## src/hw/rtl/yrgb_pkg.sv

```systemverilog
`timescale 1ns / 1ps

package yrgb_pkg;

   localparam int IdxW   = 13;
   localparam int PixW   = 8;
   localparam int CoefW  = 10;
   localparam int NumCoef = 5;
   localparam int ProdW  = PixW + CoefW;
   localparam int SumW   = ProdW + 2;
   localparam int OffW   = 16;
   localparam int WidthQW = 7;
   localparam int DivW   = IdxW - 3;
   localparam int TileW  = 3;
   localparam int DataW  = CoefW * NumCoef;
   localparam int CsrIdxW = 3;
   localparam int BytesW = 32;
   localparam int CountW = 3;

   localparam int COEF_Y  = 0;
   localparam int COEF_VR = 1;
   localparam int COEF_VG = 2;
   localparam int COEF_UG = 3;
   localparam int COEF_UB = 4;

   typedef enum logic [1:0] {
      FMT_RGBA8  = 2'd0,
      FMT_RGB8   = 2'd1,
      FMT_RGB5A1 = 2'd2,
      FMT_RGB565 = 2'd3
   } fmt_type;

   typedef enum logic [CsrIdxW-1:0] {
      CSR_CONTROL      = 3'd0,
      CSR_LINE_WIDTH   = 3'd1,
      CSR_COEFFICIENTS = 3'd2,
      CSR_RED_OFFSET   = 3'd3,
      CSR_GREEN_OFFSET = 3'd4,
      CSR_BLUE_OFFSET  = 3'd5,
      CSR_ALPHA_VALUE  = 3'd6,
      CSR_UNUSED       = 3'd7
   } csr_idx_type;

   typedef struct packed {
      logic                   swizzle;
      fmt_type                fmt;
      logic [WidthQW-1:0]     width_q;
      logic [DataW-1:0]       coef;
      logic signed [OffW-1:0] red_off;
      logic signed [OffW-1:0] green_off;
      logic signed [OffW-1:0] blue_off;
      logic [PixW-1:0]        alpha;
   } csr_type;

   // everything zero except a line width of eight
   localparam csr_type CsrReset = '{
      swizzle:   1'b0,
      fmt:       FMT_RGBA8,
      width_q:   WidthQW'(1),
      coef:      '0,
      red_off:   '0,
      green_off: '0,
      blue_off:  '0,
      alpha:     '0
   };

   typedef struct packed {
      logic               q;
      logic [WidthQW-1:0] rem;
   } div_step_type;

   // one restoring division step: shift in a dividend bit, subtract if it fits
   function automatic div_step_type div_step(input logic [WidthQW-1:0] rem,
                                             input logic din,
                                             input logic [WidthQW-1:0] d);
      logic [WidthQW:0] trial;
      logic [WidthQW:0] diff;
      div_step_type     res;
      trial = {rem, din};
      diff  = trial - {1'b0, d};
      if (trial >= {1'b0, d}) begin
         res.q   = 1'b1;
         res.rem = diff[WidthQW-1:0];
      end else begin
         res.q   = 1'b0;
         res.rem = trial[WidthQW-1:0];
      end
      return res;
   endfunction

endpackage

```

## src/hw/rtl/yrgb_divider.sv

```systemverilog
`timescale 1ns / 1ps

// Pipelined restoring divider: (pixel_index div 8) by (line_width div 8).
// Three stages of 4, 3 and 3 steps; only the low quotient bits are kept.
module yrgb_divider (
   input  logic                               clock,
   input  logic                               reset,
   input  logic                               in_valid,
   input  logic [yrgb_pkg::IdxW-1:0]          in_idx,
   input  logic [yrgb_pkg::WidthQW-1:0]       width_q,
   output logic                               out_valid,
   output logic [yrgb_pkg::IdxW-1:0]          out_idx,
   output logic [yrgb_pkg::WidthQW-1:0]       out_rem,
   output logic [yrgb_pkg::TileW-1:0]         out_quot
);

   localparam int StepsA = 4;
   localparam int StepsB = 3;
   localparam int StepsC = yrgb_pkg::DivW - StepsA - StepsB;

   logic                          valid_a_ff, valid_b_ff, valid_c_ff;
   logic [yrgb_pkg::IdxW-1:0]     idx_a_ff, idx_b_ff, idx_c_ff;
   logic [yrgb_pkg::WidthQW-1:0]  rem_a_ff, rem_b_ff, rem_c_ff;
   logic [yrgb_pkg::WidthQW-1:0]  rem_a_in, rem_b_in, rem_c_in;
   logic [yrgb_pkg::TileW-1:0]    quot_c_ff, quot_c_in;

   always_comb begin
      logic [yrgb_pkg::DivW-1:0]    dvd;
      logic [yrgb_pkg::WidthQW-1:0] rem;
      yrgb_pkg::div_step_type       st;
      dvd = in_idx[yrgb_pkg::IdxW-1:3];
      rem = '0;
      for (int i = 0; i < StepsA; i++) begin
         st  = yrgb_pkg::div_step(rem, dvd[yrgb_pkg::DivW-1-i], width_q);
         rem = st.rem;
      end
      rem_a_in = rem;
   end

   always_comb begin
      logic [yrgb_pkg::DivW-1:0]    dvd;
      logic [yrgb_pkg::WidthQW-1:0] rem;
      yrgb_pkg::div_step_type       st;
      dvd = idx_a_ff[yrgb_pkg::IdxW-1:3];
      rem = rem_a_ff;
      for (int i = 0; i < StepsB; i++) begin
         st  = yrgb_pkg::div_step(rem, dvd[yrgb_pkg::DivW-1-StepsA-i], width_q);
         rem = st.rem;
      end
      rem_b_in = rem;
   end

   always_comb begin
      logic [yrgb_pkg::DivW-1:0]    dvd;
      logic [yrgb_pkg::WidthQW-1:0] rem;
      yrgb_pkg::div_step_type       st;
      dvd       = idx_b_ff[yrgb_pkg::IdxW-1:3];
      rem       = rem_b_ff;
      quot_c_in = '0;
      for (int i = 0; i < StepsC; i++) begin
         st  = yrgb_pkg::div_step(rem, dvd[StepsC-1-i], width_q);
         rem = st.rem;
         quot_c_in[StepsC-1-i] = st.q;
      end
      rem_c_in = rem;
   end

   always_ff @(posedge clock) begin
      if (reset) begin
         valid_a_ff <= 1'b0;
         valid_b_ff <= 1'b0;
         valid_c_ff <= 1'b0;
      end else begin
         valid_a_ff <= in_valid;
         valid_b_ff <= valid_a_ff;
         valid_c_ff <= valid_b_ff;
      end
   end

   always_ff @(posedge clock) begin
      idx_a_ff  <= in_idx;
      idx_b_ff  <= idx_a_ff;
      idx_c_ff  <= idx_b_ff;
      rem_a_ff  <= rem_a_in;
      rem_b_ff  <= rem_b_in;
      rem_c_ff  <= rem_c_in;
      quot_c_ff <= quot_c_in;
   end

   assign out_valid = valid_c_ff;
   assign out_idx   = idx_c_ff;
   assign out_rem   = rem_c_ff;
   assign out_quot  = quot_c_ff;

endmodule

```

## src/hw/rtl/yrgb_color.sv

```systemverilog
`timescale 1ns / 1ps

// Color matrix: products, then sums with offset, then shift and clamp.
module yrgb_color (
   input  logic                         clock,
   input  logic [yrgb_pkg::PixW-1:0]    luma,
   input  logic [yrgb_pkg::PixW-1:0]    chroma_u,
   input  logic [yrgb_pkg::PixW-1:0]    chroma_v,
   input  yrgb_pkg::csr_type            csr,
   output logic [yrgb_pkg::PixW-1:0]    red,
   output logic [yrgb_pkg::PixW-1:0]    green,
   output logic [yrgb_pkg::PixW-1:0]    blue
);

   localparam int ShW   = yrgb_pkg::SumW - 3;
   localparam int BiasW = ShW + 1;
   localparam int OutW  = BiasW - 5;

   logic [yrgb_pkg::ProdW-1:0] py_ff, pvr_ff, pvg_ff, pug_ff, pub_ff;
   logic [yrgb_pkg::ProdW-1:0] py_in, pvr_in, pvg_in, pug_in, pub_in;
   logic signed [BiasW-1:0]    br_ff, bg_ff, bb_ff;
   logic signed [BiasW-1:0]    br_in, bg_in, bb_in;
   logic [yrgb_pkg::PixW-1:0]  r_ff, g_ff, b_ff;

   function automatic logic [yrgb_pkg::ProdW-1:0] mul(input logic [yrgb_pkg::PixW-1:0] a,
                                                      input logic [yrgb_pkg::CoefW-1:0] c);
      return yrgb_pkg::ProdW'(a) * yrgb_pkg::ProdW'(c);
   endfunction

   // sum >>> 3, then add the sign-extended offset
   function automatic logic signed [BiasW-1:0] bias(input logic signed [yrgb_pkg::SumW-1:0] s,
                                                    input logic signed [yrgb_pkg::OffW-1:0] o);
      logic signed [ShW-1:0] sh;
      sh = s[yrgb_pkg::SumW-1:3];
      return BiasW'(sh) + BiasW'(o);
   endfunction

   function automatic logic [yrgb_pkg::PixW-1:0] clamp(input logic signed [BiasW-1:0] b);
      logic [OutW-1:0] v;
      v = b[BiasW-1:5];
      if (v[OutW-1]) begin
         return '0;
      end else if (|v[OutW-2:yrgb_pkg::PixW]) begin
         return '1;
      end
      return v[yrgb_pkg::PixW-1:0];
   endfunction

   function automatic logic [yrgb_pkg::CoefW-1:0] coef(input logic [yrgb_pkg::DataW-1:0] c,
                                                       input int k);
      return c[k*yrgb_pkg::CoefW +: yrgb_pkg::CoefW];
   endfunction

   always_comb begin
      py_in  = mul(luma,     coef(csr.coef, yrgb_pkg::COEF_Y));
      pvr_in = mul(chroma_v, coef(csr.coef, yrgb_pkg::COEF_VR));
      pvg_in = mul(chroma_v, coef(csr.coef, yrgb_pkg::COEF_VG));
      pug_in = mul(chroma_u, coef(csr.coef, yrgb_pkg::COEF_UG));
      pub_in = mul(chroma_u, coef(csr.coef, yrgb_pkg::COEF_UB));
   end

   always_comb begin
      logic signed [yrgb_pkg::SumW-1:0] sr, sg, sb;
      sr = signed'(yrgb_pkg::SumW'(py_ff)) + signed'(yrgb_pkg::SumW'(pvr_ff));
      sg = signed'(yrgb_pkg::SumW'(py_ff)) - signed'(yrgb_pkg::SumW'(pvg_ff))
         - signed'(yrgb_pkg::SumW'(pug_ff));
      sb = signed'(yrgb_pkg::SumW'(py_ff)) + signed'(yrgb_pkg::SumW'(pub_ff));
      br_in = bias(sr, csr.red_off);
      bg_in = bias(sg, csr.green_off);
      bb_in = bias(sb, csr.blue_off);
   end

   always_ff @(posedge clock) begin
      py_ff  <= py_in;
      pvr_ff <= pvr_in;
      pvg_ff <= pvg_in;
      pug_ff <= pug_in;
      pub_ff <= pub_in;
      br_ff  <= br_in;
      bg_ff  <= bg_in;
      bb_ff  <= bb_in;
      r_ff   <= clamp(br_ff);
      g_ff   <= clamp(bg_ff);
      b_ff   <= clamp(bb_ff);
   end

   assign red   = r_ff;
   assign green = g_ff;
   assign blue  = b_ff;

endmodule

```

## src/hw/rtl/yuv_to_rgb_pixel_converter.sv

```systemverilog
`timescale 1ns / 1ps

// Channel   Ports                                        Handshake
// request   req_pixel_index, req_luma, req_chroma_u/v    start && !busy
// response  rsp_buffer_address, rsp_pixel_bytes,         rsp_valid, one cycle
//           rsp_byte_count, rsp_strip_done, rsp_index_error
// csr       csr_index, csr_wr_data                       csr_wr_en
//
// One pixel per cycle; each transaction appears on rsp_* once it has passed the
// divider (three stages) and the packing register.
// busy is never raised: the receiver cannot stall, so nothing backs up.
// Synchronous reset loads the csr registers with their reset values and clears all valid bits.
module yuv_to_rgb_pixel_converter (
   input  logic                                clock,
   input  logic                                reset,
   input  logic                                start,
   output logic                                busy,
   input  logic [yrgb_pkg::IdxW-1:0]           req_pixel_index,
   input  logic [yrgb_pkg::PixW-1:0]           req_luma,
   input  logic [yrgb_pkg::PixW-1:0]           req_chroma_u,
   input  logic [yrgb_pkg::PixW-1:0]           req_chroma_v,
   output logic                                rsp_valid,
   output logic [yrgb_pkg::IdxW-1:0]           rsp_buffer_address,
   output logic [yrgb_pkg::BytesW-1:0]         rsp_pixel_bytes,
   output logic [yrgb_pkg::CountW-1:0]         rsp_byte_count,
   output logic                                rsp_strip_done,
   output logic                                rsp_index_error,
   input  logic                                csr_wr_en,
   input  logic [yrgb_pkg::CsrIdxW-1:0]        csr_index,
   input  logic [yrgb_pkg::DataW-1:0]          csr_wr_data
);

   yrgb_pkg::csr_type csr_ff, csr_in;

   logic                          div_valid;
   logic [yrgb_pkg::IdxW-1:0]     div_idx;
   logic [yrgb_pkg::WidthQW-1:0]  div_rem;
   logic [yrgb_pkg::TileW-1:0]    div_quot;
   logic [yrgb_pkg::PixW-1:0]     red, green, blue;

   logic                          valid_ff;
   logic [yrgb_pkg::IdxW-1:0]     addr_ff, addr_in;
   logic [yrgb_pkg::BytesW-1:0]   bytes_ff, bytes_in;
   logic [yrgb_pkg::CountW-1:0]   count_ff, count_in;
   logic                          done_ff, done_in;
   logic                          err_ff, err_in;

   assign busy = 1'b0;

   always_comb begin
      csr_in = csr_ff;
      if (csr_wr_en) begin
         unique case (yrgb_pkg::csr_idx_type'(csr_index))
            yrgb_pkg::CSR_CONTROL: begin
               csr_in.fmt     = yrgb_pkg::fmt_type'(csr_wr_data[1:0]);
               csr_in.swizzle = csr_wr_data[2];
            end
            yrgb_pkg::CSR_LINE_WIDTH:   csr_in.width_q = csr_wr_data[9:3];
            yrgb_pkg::CSR_COEFFICIENTS: csr_in.coef = csr_wr_data;
            yrgb_pkg::CSR_RED_OFFSET:   csr_in.red_off = csr_wr_data[yrgb_pkg::OffW-1:0];
            yrgb_pkg::CSR_GREEN_OFFSET: csr_in.green_off = csr_wr_data[yrgb_pkg::OffW-1:0];
            yrgb_pkg::CSR_BLUE_OFFSET:  csr_in.blue_off = csr_wr_data[yrgb_pkg::OffW-1:0];
            yrgb_pkg::CSR_ALPHA_VALUE:  csr_in.alpha = csr_wr_data[yrgb_pkg::PixW-1:0];
            default: ;
         endcase
      end
   end

   always_ff @(posedge clock) begin
      if (reset) begin
         csr_ff <= yrgb_pkg::CsrReset;
      end else begin
         csr_ff <= csr_in;
      end
   end

   yrgb_divider u_divider (
      .clock     (clock),
      .reset     (reset),
      .in_valid  (start && !busy),
      .in_idx    (req_pixel_index),
      .width_q   (csr_ff.width_q),
      .out_valid (div_valid),
      .out_idx   (div_idx),
      .out_rem   (div_rem),
      .out_quot  (div_quot)
   );

   yrgb_color u_color (
      .clock    (clock),
      .luma     (req_luma),
      .chroma_u (req_chroma_u),
      .chroma_v (req_chroma_v),
      .csr      (csr_ff),
      .red      (red),
      .green    (green),
      .blue     (blue)
   );

   // address swizzle, strip flags and byte packing
   always_comb begin
      logic [yrgb_pkg::WidthQW-1:0] col;
      logic [yrgb_pkg::TileW-1:0]   row;
      logic [yrgb_pkg::IdxW-1:0]    total;
      logic [yrgb_pkg::IdxW-1:0]    last;
      logic [yrgb_pkg::WidthQW-1:0] wq_m1;
      logic                         zero_w;
      zero_w = (csr_ff.width_q == '0);
      // zero width: column is index bits 9:3, row is zero
      col    = zero_w ? div_idx[9:3] : div_rem;
      row    = zero_w ? '0 : div_quot;
      wq_m1  = csr_ff.width_q - yrgb_pkg::WidthQW'(1);
      total  = {csr_ff.width_q, 6'b0};
      last   = {wq_m1, 6'h3F};
      if (csr_ff.swizzle) begin
         addr_in = {col, row[2], div_idx[2], row[1], div_idx[1], row[0], div_idx[0]};
      end else begin
         addr_in = div_idx;
      end
      done_in = !zero_w && (addr_in == last);
      err_in  = (div_idx >= total);

      case (csr_ff.fmt)
         yrgb_pkg::FMT_RGBA8: begin
            bytes_in = {red, green, blue, csr_ff.alpha};
            count_in = yrgb_pkg::CountW'(4);
         end
         yrgb_pkg::FMT_RGB8: begin
            bytes_in = {8'h00, red, green, blue};
            count_in = yrgb_pkg::CountW'(3);
         end
         yrgb_pkg::FMT_RGB5A1: begin
            bytes_in = {16'h0000, red[7:3], green[7:3], blue[7:3], csr_ff.alpha[7]};
            count_in = yrgb_pkg::CountW'(2);
         end
         default: begin
            bytes_in = {16'h0000, red[7:3], green[7:2], blue[7:3]};
            count_in = yrgb_pkg::CountW'(2);
         end
      endcase
   end

   always_ff @(posedge clock) begin
      if (reset) begin
         valid_ff <= 1'b0;
      end else begin
         valid_ff <= div_valid;
      end
   end

   always_ff @(posedge clock) begin
      addr_ff  <= addr_in;
      bytes_ff <= bytes_in;
      count_ff <= count_in;
      done_ff  <= done_in;
      err_ff   <= err_in;
   end

   assign rsp_valid          = valid_ff;
   assign rsp_buffer_address = addr_ff;
   assign rsp_pixel_bytes    = bytes_ff;
   assign rsp_byte_count     = count_ff;
   assign rsp_strip_done     = done_ff;
   assign rsp_index_error    = err_ff;

endmodule
```

## config.mk

```make
export PLATFORM = sky130hd
export DESIGN_NAME = yuv_to_rgb_pixel_converter
export DESIGN_NICKNAME = d
export VERILOG_FILES = /design/src/hw/rtl/yrgb_pkg.sv /design/src/hw/rtl/yrgb_divider.sv /design/src/hw/rtl/yrgb_color.sv /design/src/hw/rtl/yuv_to_rgb_pixel_converter.sv
export SDC_FILE = /design/constraint.sdc
export NUM_CORES = 2
export LEC_CHECK = 0
export BUFFER_PORTS_ARGS = -buffer_cell sky130_fd_sc_hd__buf_4
export CAP_MARGIN = 20
export CELL_PAD_IN_SITES_DETAIL_PLACEMENT = 0
export CELL_PAD_IN_SITES_GLOBAL_PLACEMENT = 1
export CORE_ASPECT_RATIO = 1.1
export CORE_MARGIN = 4
export CORE_UTILIZATION = 54
export CTS_BUF_LIST = sky130_fd_sc_hd__clkbuf_4
export DETAILED_ROUTE_END_ITERATION = 12
export PLACE_DENSITY = 0.92
export SLEW_MARGIN = 25
export SYNTH_ARGS = -nofsm -noshare
export SYNTH_HDL_FRONTEND = slang
export SYNTH_SLANG_ARGS = --single-unit
```

## constraint.sdc

```tcl
create_clock -name clock -period 13.6 [get_ports clock]
set_input_delay 0.68 -clock clock [delete_from_list [all_inputs] [get_ports clock]]
set_output_delay 0.68 -clock clock [all_outputs]
set_load 0.005 [all_outputs]
```

==> summary.md <==
| Metric | Value |
|---|---|
| Status | `complete, no violations` |
| Clk slew on worst S/H paths | `60 ps` |
| Synth-to-Final Area Change | `10.02%` |
| DP Wirelength | `56890 µm` |
| Vias post-DR | `24505` |
| Max-cap violations | `0` |
| CP Max Fanout | `14` |
| Die H | `261.5 µm` |
| Async S/R FF share, synth | `0` |
| Sequential share of power | `0.267` |
| CP startpoint | `csr_ff[106]$_SDFFE_PP1P_` |
| Pre-antenna DRT Iters | `5` |
| Met2 GRT Util | `0.4000` |
| Worst Setup EP | `u_divider.rem_a_ff[1]$_DFF_P_` |
| Rows | `92` |
| RR Endpoint | `u_divider.rem_a_ff[1]$_DFF_P_` |
| Routed Antenna Nets | `0` |
| Worst Hold Class | `input pin to register` |
| CP arrival | `~8700 ps` |
| Pwr dens | `151.9 nW/µm²` |
| CTS max path bufs | `3` |
| Netlist Area Pre-Place | `31540 µm²` |
| Setup TNS | `0 ps` |
| IO Count | `146` |
| Core outline area | `around 58000 µm²` |
| Vias in the first global route | `24690` |
| Total die area | `just over 60000 µm²` |
| Max Slew Vio Count | `0` |
| Skew-Pair Late Insertion Delay | `870 ps` |
| Crit path largest cell delay | `750 ps` |
| Critical path type | `register to register` |
| Area after DPL | `between 30000 and 40000 µm²` |
| Initial DRC count | `1306` |
| Initial antenna violation count | `2` |
| Reg2reg setup slack | `between 5000 and 6000 ps` |
| Gpl congestion | `roughly 0.89` |
| I/O Buffers | `144` |
| Mapped Avg Cell Area | `8.867 µm²` |
| Comb power frac | `0.539` |
| Worst slew pin tran | `940.3 ps` |
| Detailed-route vias per instance | `5.389` |
| Final setup vio count | `0` |
| CTS Buf Count | `100` |
| Final hold vios | `0` |
| Launch point of the worst reg-to-reg path | `csr_ff[106]$_SDFFE_PP1P_` |
| Sequential-to-total area share from yosys stat | `0.2450` |
| Rel. slew slack | `0.3731` |
| CP max-delay cell | `a221oi_4` |
| Fin nets | `~4400` |
| Pleak | `16.43 nW` |
| Cells after synthesis | `about 3600` |
| Clock Power Share | `0.194` |
| Clock root buffer | `clkbuf_4` |
| Die width | `238.4 µm` |
| Internal power | `roughly 3.1 mW` |
| Post-DR wirelength/cell | `16.36 µm` |
| Minimum clock period after layout | `slightly above 8000 ps` |
| Global-route wire length before repair | `roughly 120000 µm` |
| EDFF count, synth | `0` |
| Max VDD drop | `about 210 µV` |
| Initial core utilization | `0.5480` |
| GRT Overall Usage | `0.2401` |
| # DRC | `0` |
| R2R depth | `27` |
| Unrepaired setup endpoints after global routing | `no` |
| Yosys cell types | `90` |
| Final Instance Area | `34700 µm²` |
| Total power | `5.271 mW` |
| TritonCTS clock tree | `yes` |
| Largest net degree at the start of global routing | `73` |
| Yosys warns | `0` |
| Max Clock Freq | `about 120 MHz` |
| Sw frac | `0.4046` |
| Worst clock skew | `68.73 ps` |
| WL final | `74380 µm` |
| H-tree depth | `3` |
| Post-CTS Setup Bufs | `0` |
| Hold Startpoint | `csr_wr_data[28]` |
| Synth Net Count | `4282` |
| Grt ovf | `0` |
| GR peak layer | `met2` |
| Fin crit share | `0.5914` |
| Switching power | `2.133 mW` |
| Primary FF master, synth | `dfxtp_1` |
| Crit. End Element | `register` |
| Clk sinks | `386` |
| GRT met3 Usage | `0.04718` |
| Ratio of cells with drive above 1 in the final layout | `0.09916` |
| Global-route met1 utilization | `0.3103` |
| CP required | `14290 ps` |
| Synth Register Bits | `386` |
| CP Launch Type | `register` |
## layer usage
metal / part of all wire / vias up
li1: - / 12198
met1: 0.45 / 11605
met2: 0.46 / 566
met3: 0.059 / 136
met4: 0.031 / 0
met5: 0 / -
## worst max-delay path: cells and delay by family (launching register included)
| kind | cells | cell delay, ps |
|---|---|---|
| compound gates | 14 | 3410 |
| fa+ha+maj | 4 | 1490 |
| mux | 3 | 990 |
| simple gates | 6 | 1390 |
| flops | 1 | 660 |
## synth_stat cells (32+ instances only)
cell type,count,share of area
and2_1,239,0.047
nand3_1,44,0.0070
xor2_1,42,0.012
nor2b_1,32,0.0063
inv_1,420,0.050
clkbuf_1,113,0.013
nor2_1,147,0.017
o21ai_0,86,0.014
nor3_1,48,0.0076
xnor2_1,129,0.036
ha_1,381,0.15
a21o_1,60,0.014
fa_1,250,0.16
mux2i_1,81,0.026
dfxtp_1,386,0.24
a21oi_1,222,0.035
a31oi_1,36,0.0071
nand2_1,479,0.057
## final cells by class
type / instances / area, µm²
antenna: 3 / 7.507
clock buffer: 140 / 1051
clock inverter: 43 / 255.2
fill: 5101 / 22850
inverter: 420 / 1577
multi-input combinational: 2627 / 21760
sequential: 386 / 7727
tap: 752 / 940.9
timing repair buffer: 176 / 1379
## power groups by stage
stage	registers [mW]	logic (mW)	clock network, mW
2_1_floorplan	1.39	2.27	0
3_3_place_gp	1.43	2.74	0
3_5_place_dp	1.43	2.80	0
6_report	1.41	2.84	1.02
4_1_cts	1.41	2.82	1.06
5_1_grt	1.42	3.18	1.12
## placed cells by master, fill, tap and decap left out, types with 24 or more instances in the layout
cell	Yosys	final
clkbuf_4	0	140
o21a_1	29	29
ha_1	381	381
clkinv_1	0	28
fa_1	250	250
nor3_1	48	47
buf_4	2	153
inv_1	420	420
mux2i_1	81	81
nand2b_1	24	24
nand3_1	44	44
and2_1	239	239
nor2b_1	32	32
xnor2_1	129	129
a21oi_1	222	222
nor2_1	147	146
nand2_1	479	478
a21o_1	60	60
xor2_1	42	42
dfxtp_1	386	386
a31oi_1	36	36
and3_1	25	25
o21ai_0	86	86
## kinds of logic after synthesis
kind of cell / after synthesis / share of synthesized area
simple gates: 1111 / 0.1689
buf+inv: 544 / 0.06569
flops: 386 / 0.2450
other cells: 1 / 0.0001189
mux: 111 / 0.03868
fa+ha+maj: 631 / 0.3098
compound gates: 602 / 0.1243
xor+xnor: 171 / 0.04748
## per-stage QoR
| stage | utilization | hold slack (ps) | std cells | worst slack (ps) |
|---|---|---|---|---|
| after global routing | 0.6028 | 31.08 | 4545 | 4904 |
| after global placement | 0.5760 | 310.1 | 4338 | 5662 |
| after detailed placement | 0.5761 | 312.1 | 4338 | 5540 |
| after CTS | 0.6028 | 3.659 | 4544 | 5610 |
| after floorplan | - | 309.6 | 3557 | 6749 |
| final | 0.6029 | 118.6 | 4547 | 5557 |
## registers in the layout, summed over array words and instances, names as in the netlist, 3 cells and up
register            flops
u_divider.out_quot      3
rsp_pixel_bytes        32
u_color.bb_ff          13
u_color.br_ff          13
u_color.bg_ff          13
u_divider.rem_b_ff      7
csr_ff                116
u_color.pvr_ff         18
u_divider.out_idx      13
u_color.pvg_ff         18
rsp_byte_count          3
u_color.pub_ff         18
u_divider.idx_b_ff     13
u_color.red             8
rsp_buffer_address     13
u_divider.rem_a_ff      7
u_color.pug_ff         18
u_divider.idx_a_ff     13
u_color.green           8
u_color.blue            8
u_color.py_ff          18
u_divider.out_rem       7
## worst min-delay path by stage
stage,end,cells past startpoint
floorplan,u_divider.idx_b_ff[0]$_DFF_P_,0
global placement,u_divider.idx_b_ff[10]$_DFF_P_,0
detailed placement,u_divider.idx_b_ff[9]$_DFF_P_,0
CTS,csr_ff[97]$_SDFFE_PP0P_,3
global route,csr_ff[84]$_SDFFE_PP0P_,3
finish,csr_ff[84]$_SDFFE_PP0P_,3
## what timing repair did
item                      CTS  global route
hold endpoints to repair   23             0
hold buffers               23             0
gates resized for setup     0             0
Note: power is estimated with default switching activity, not from simulation.
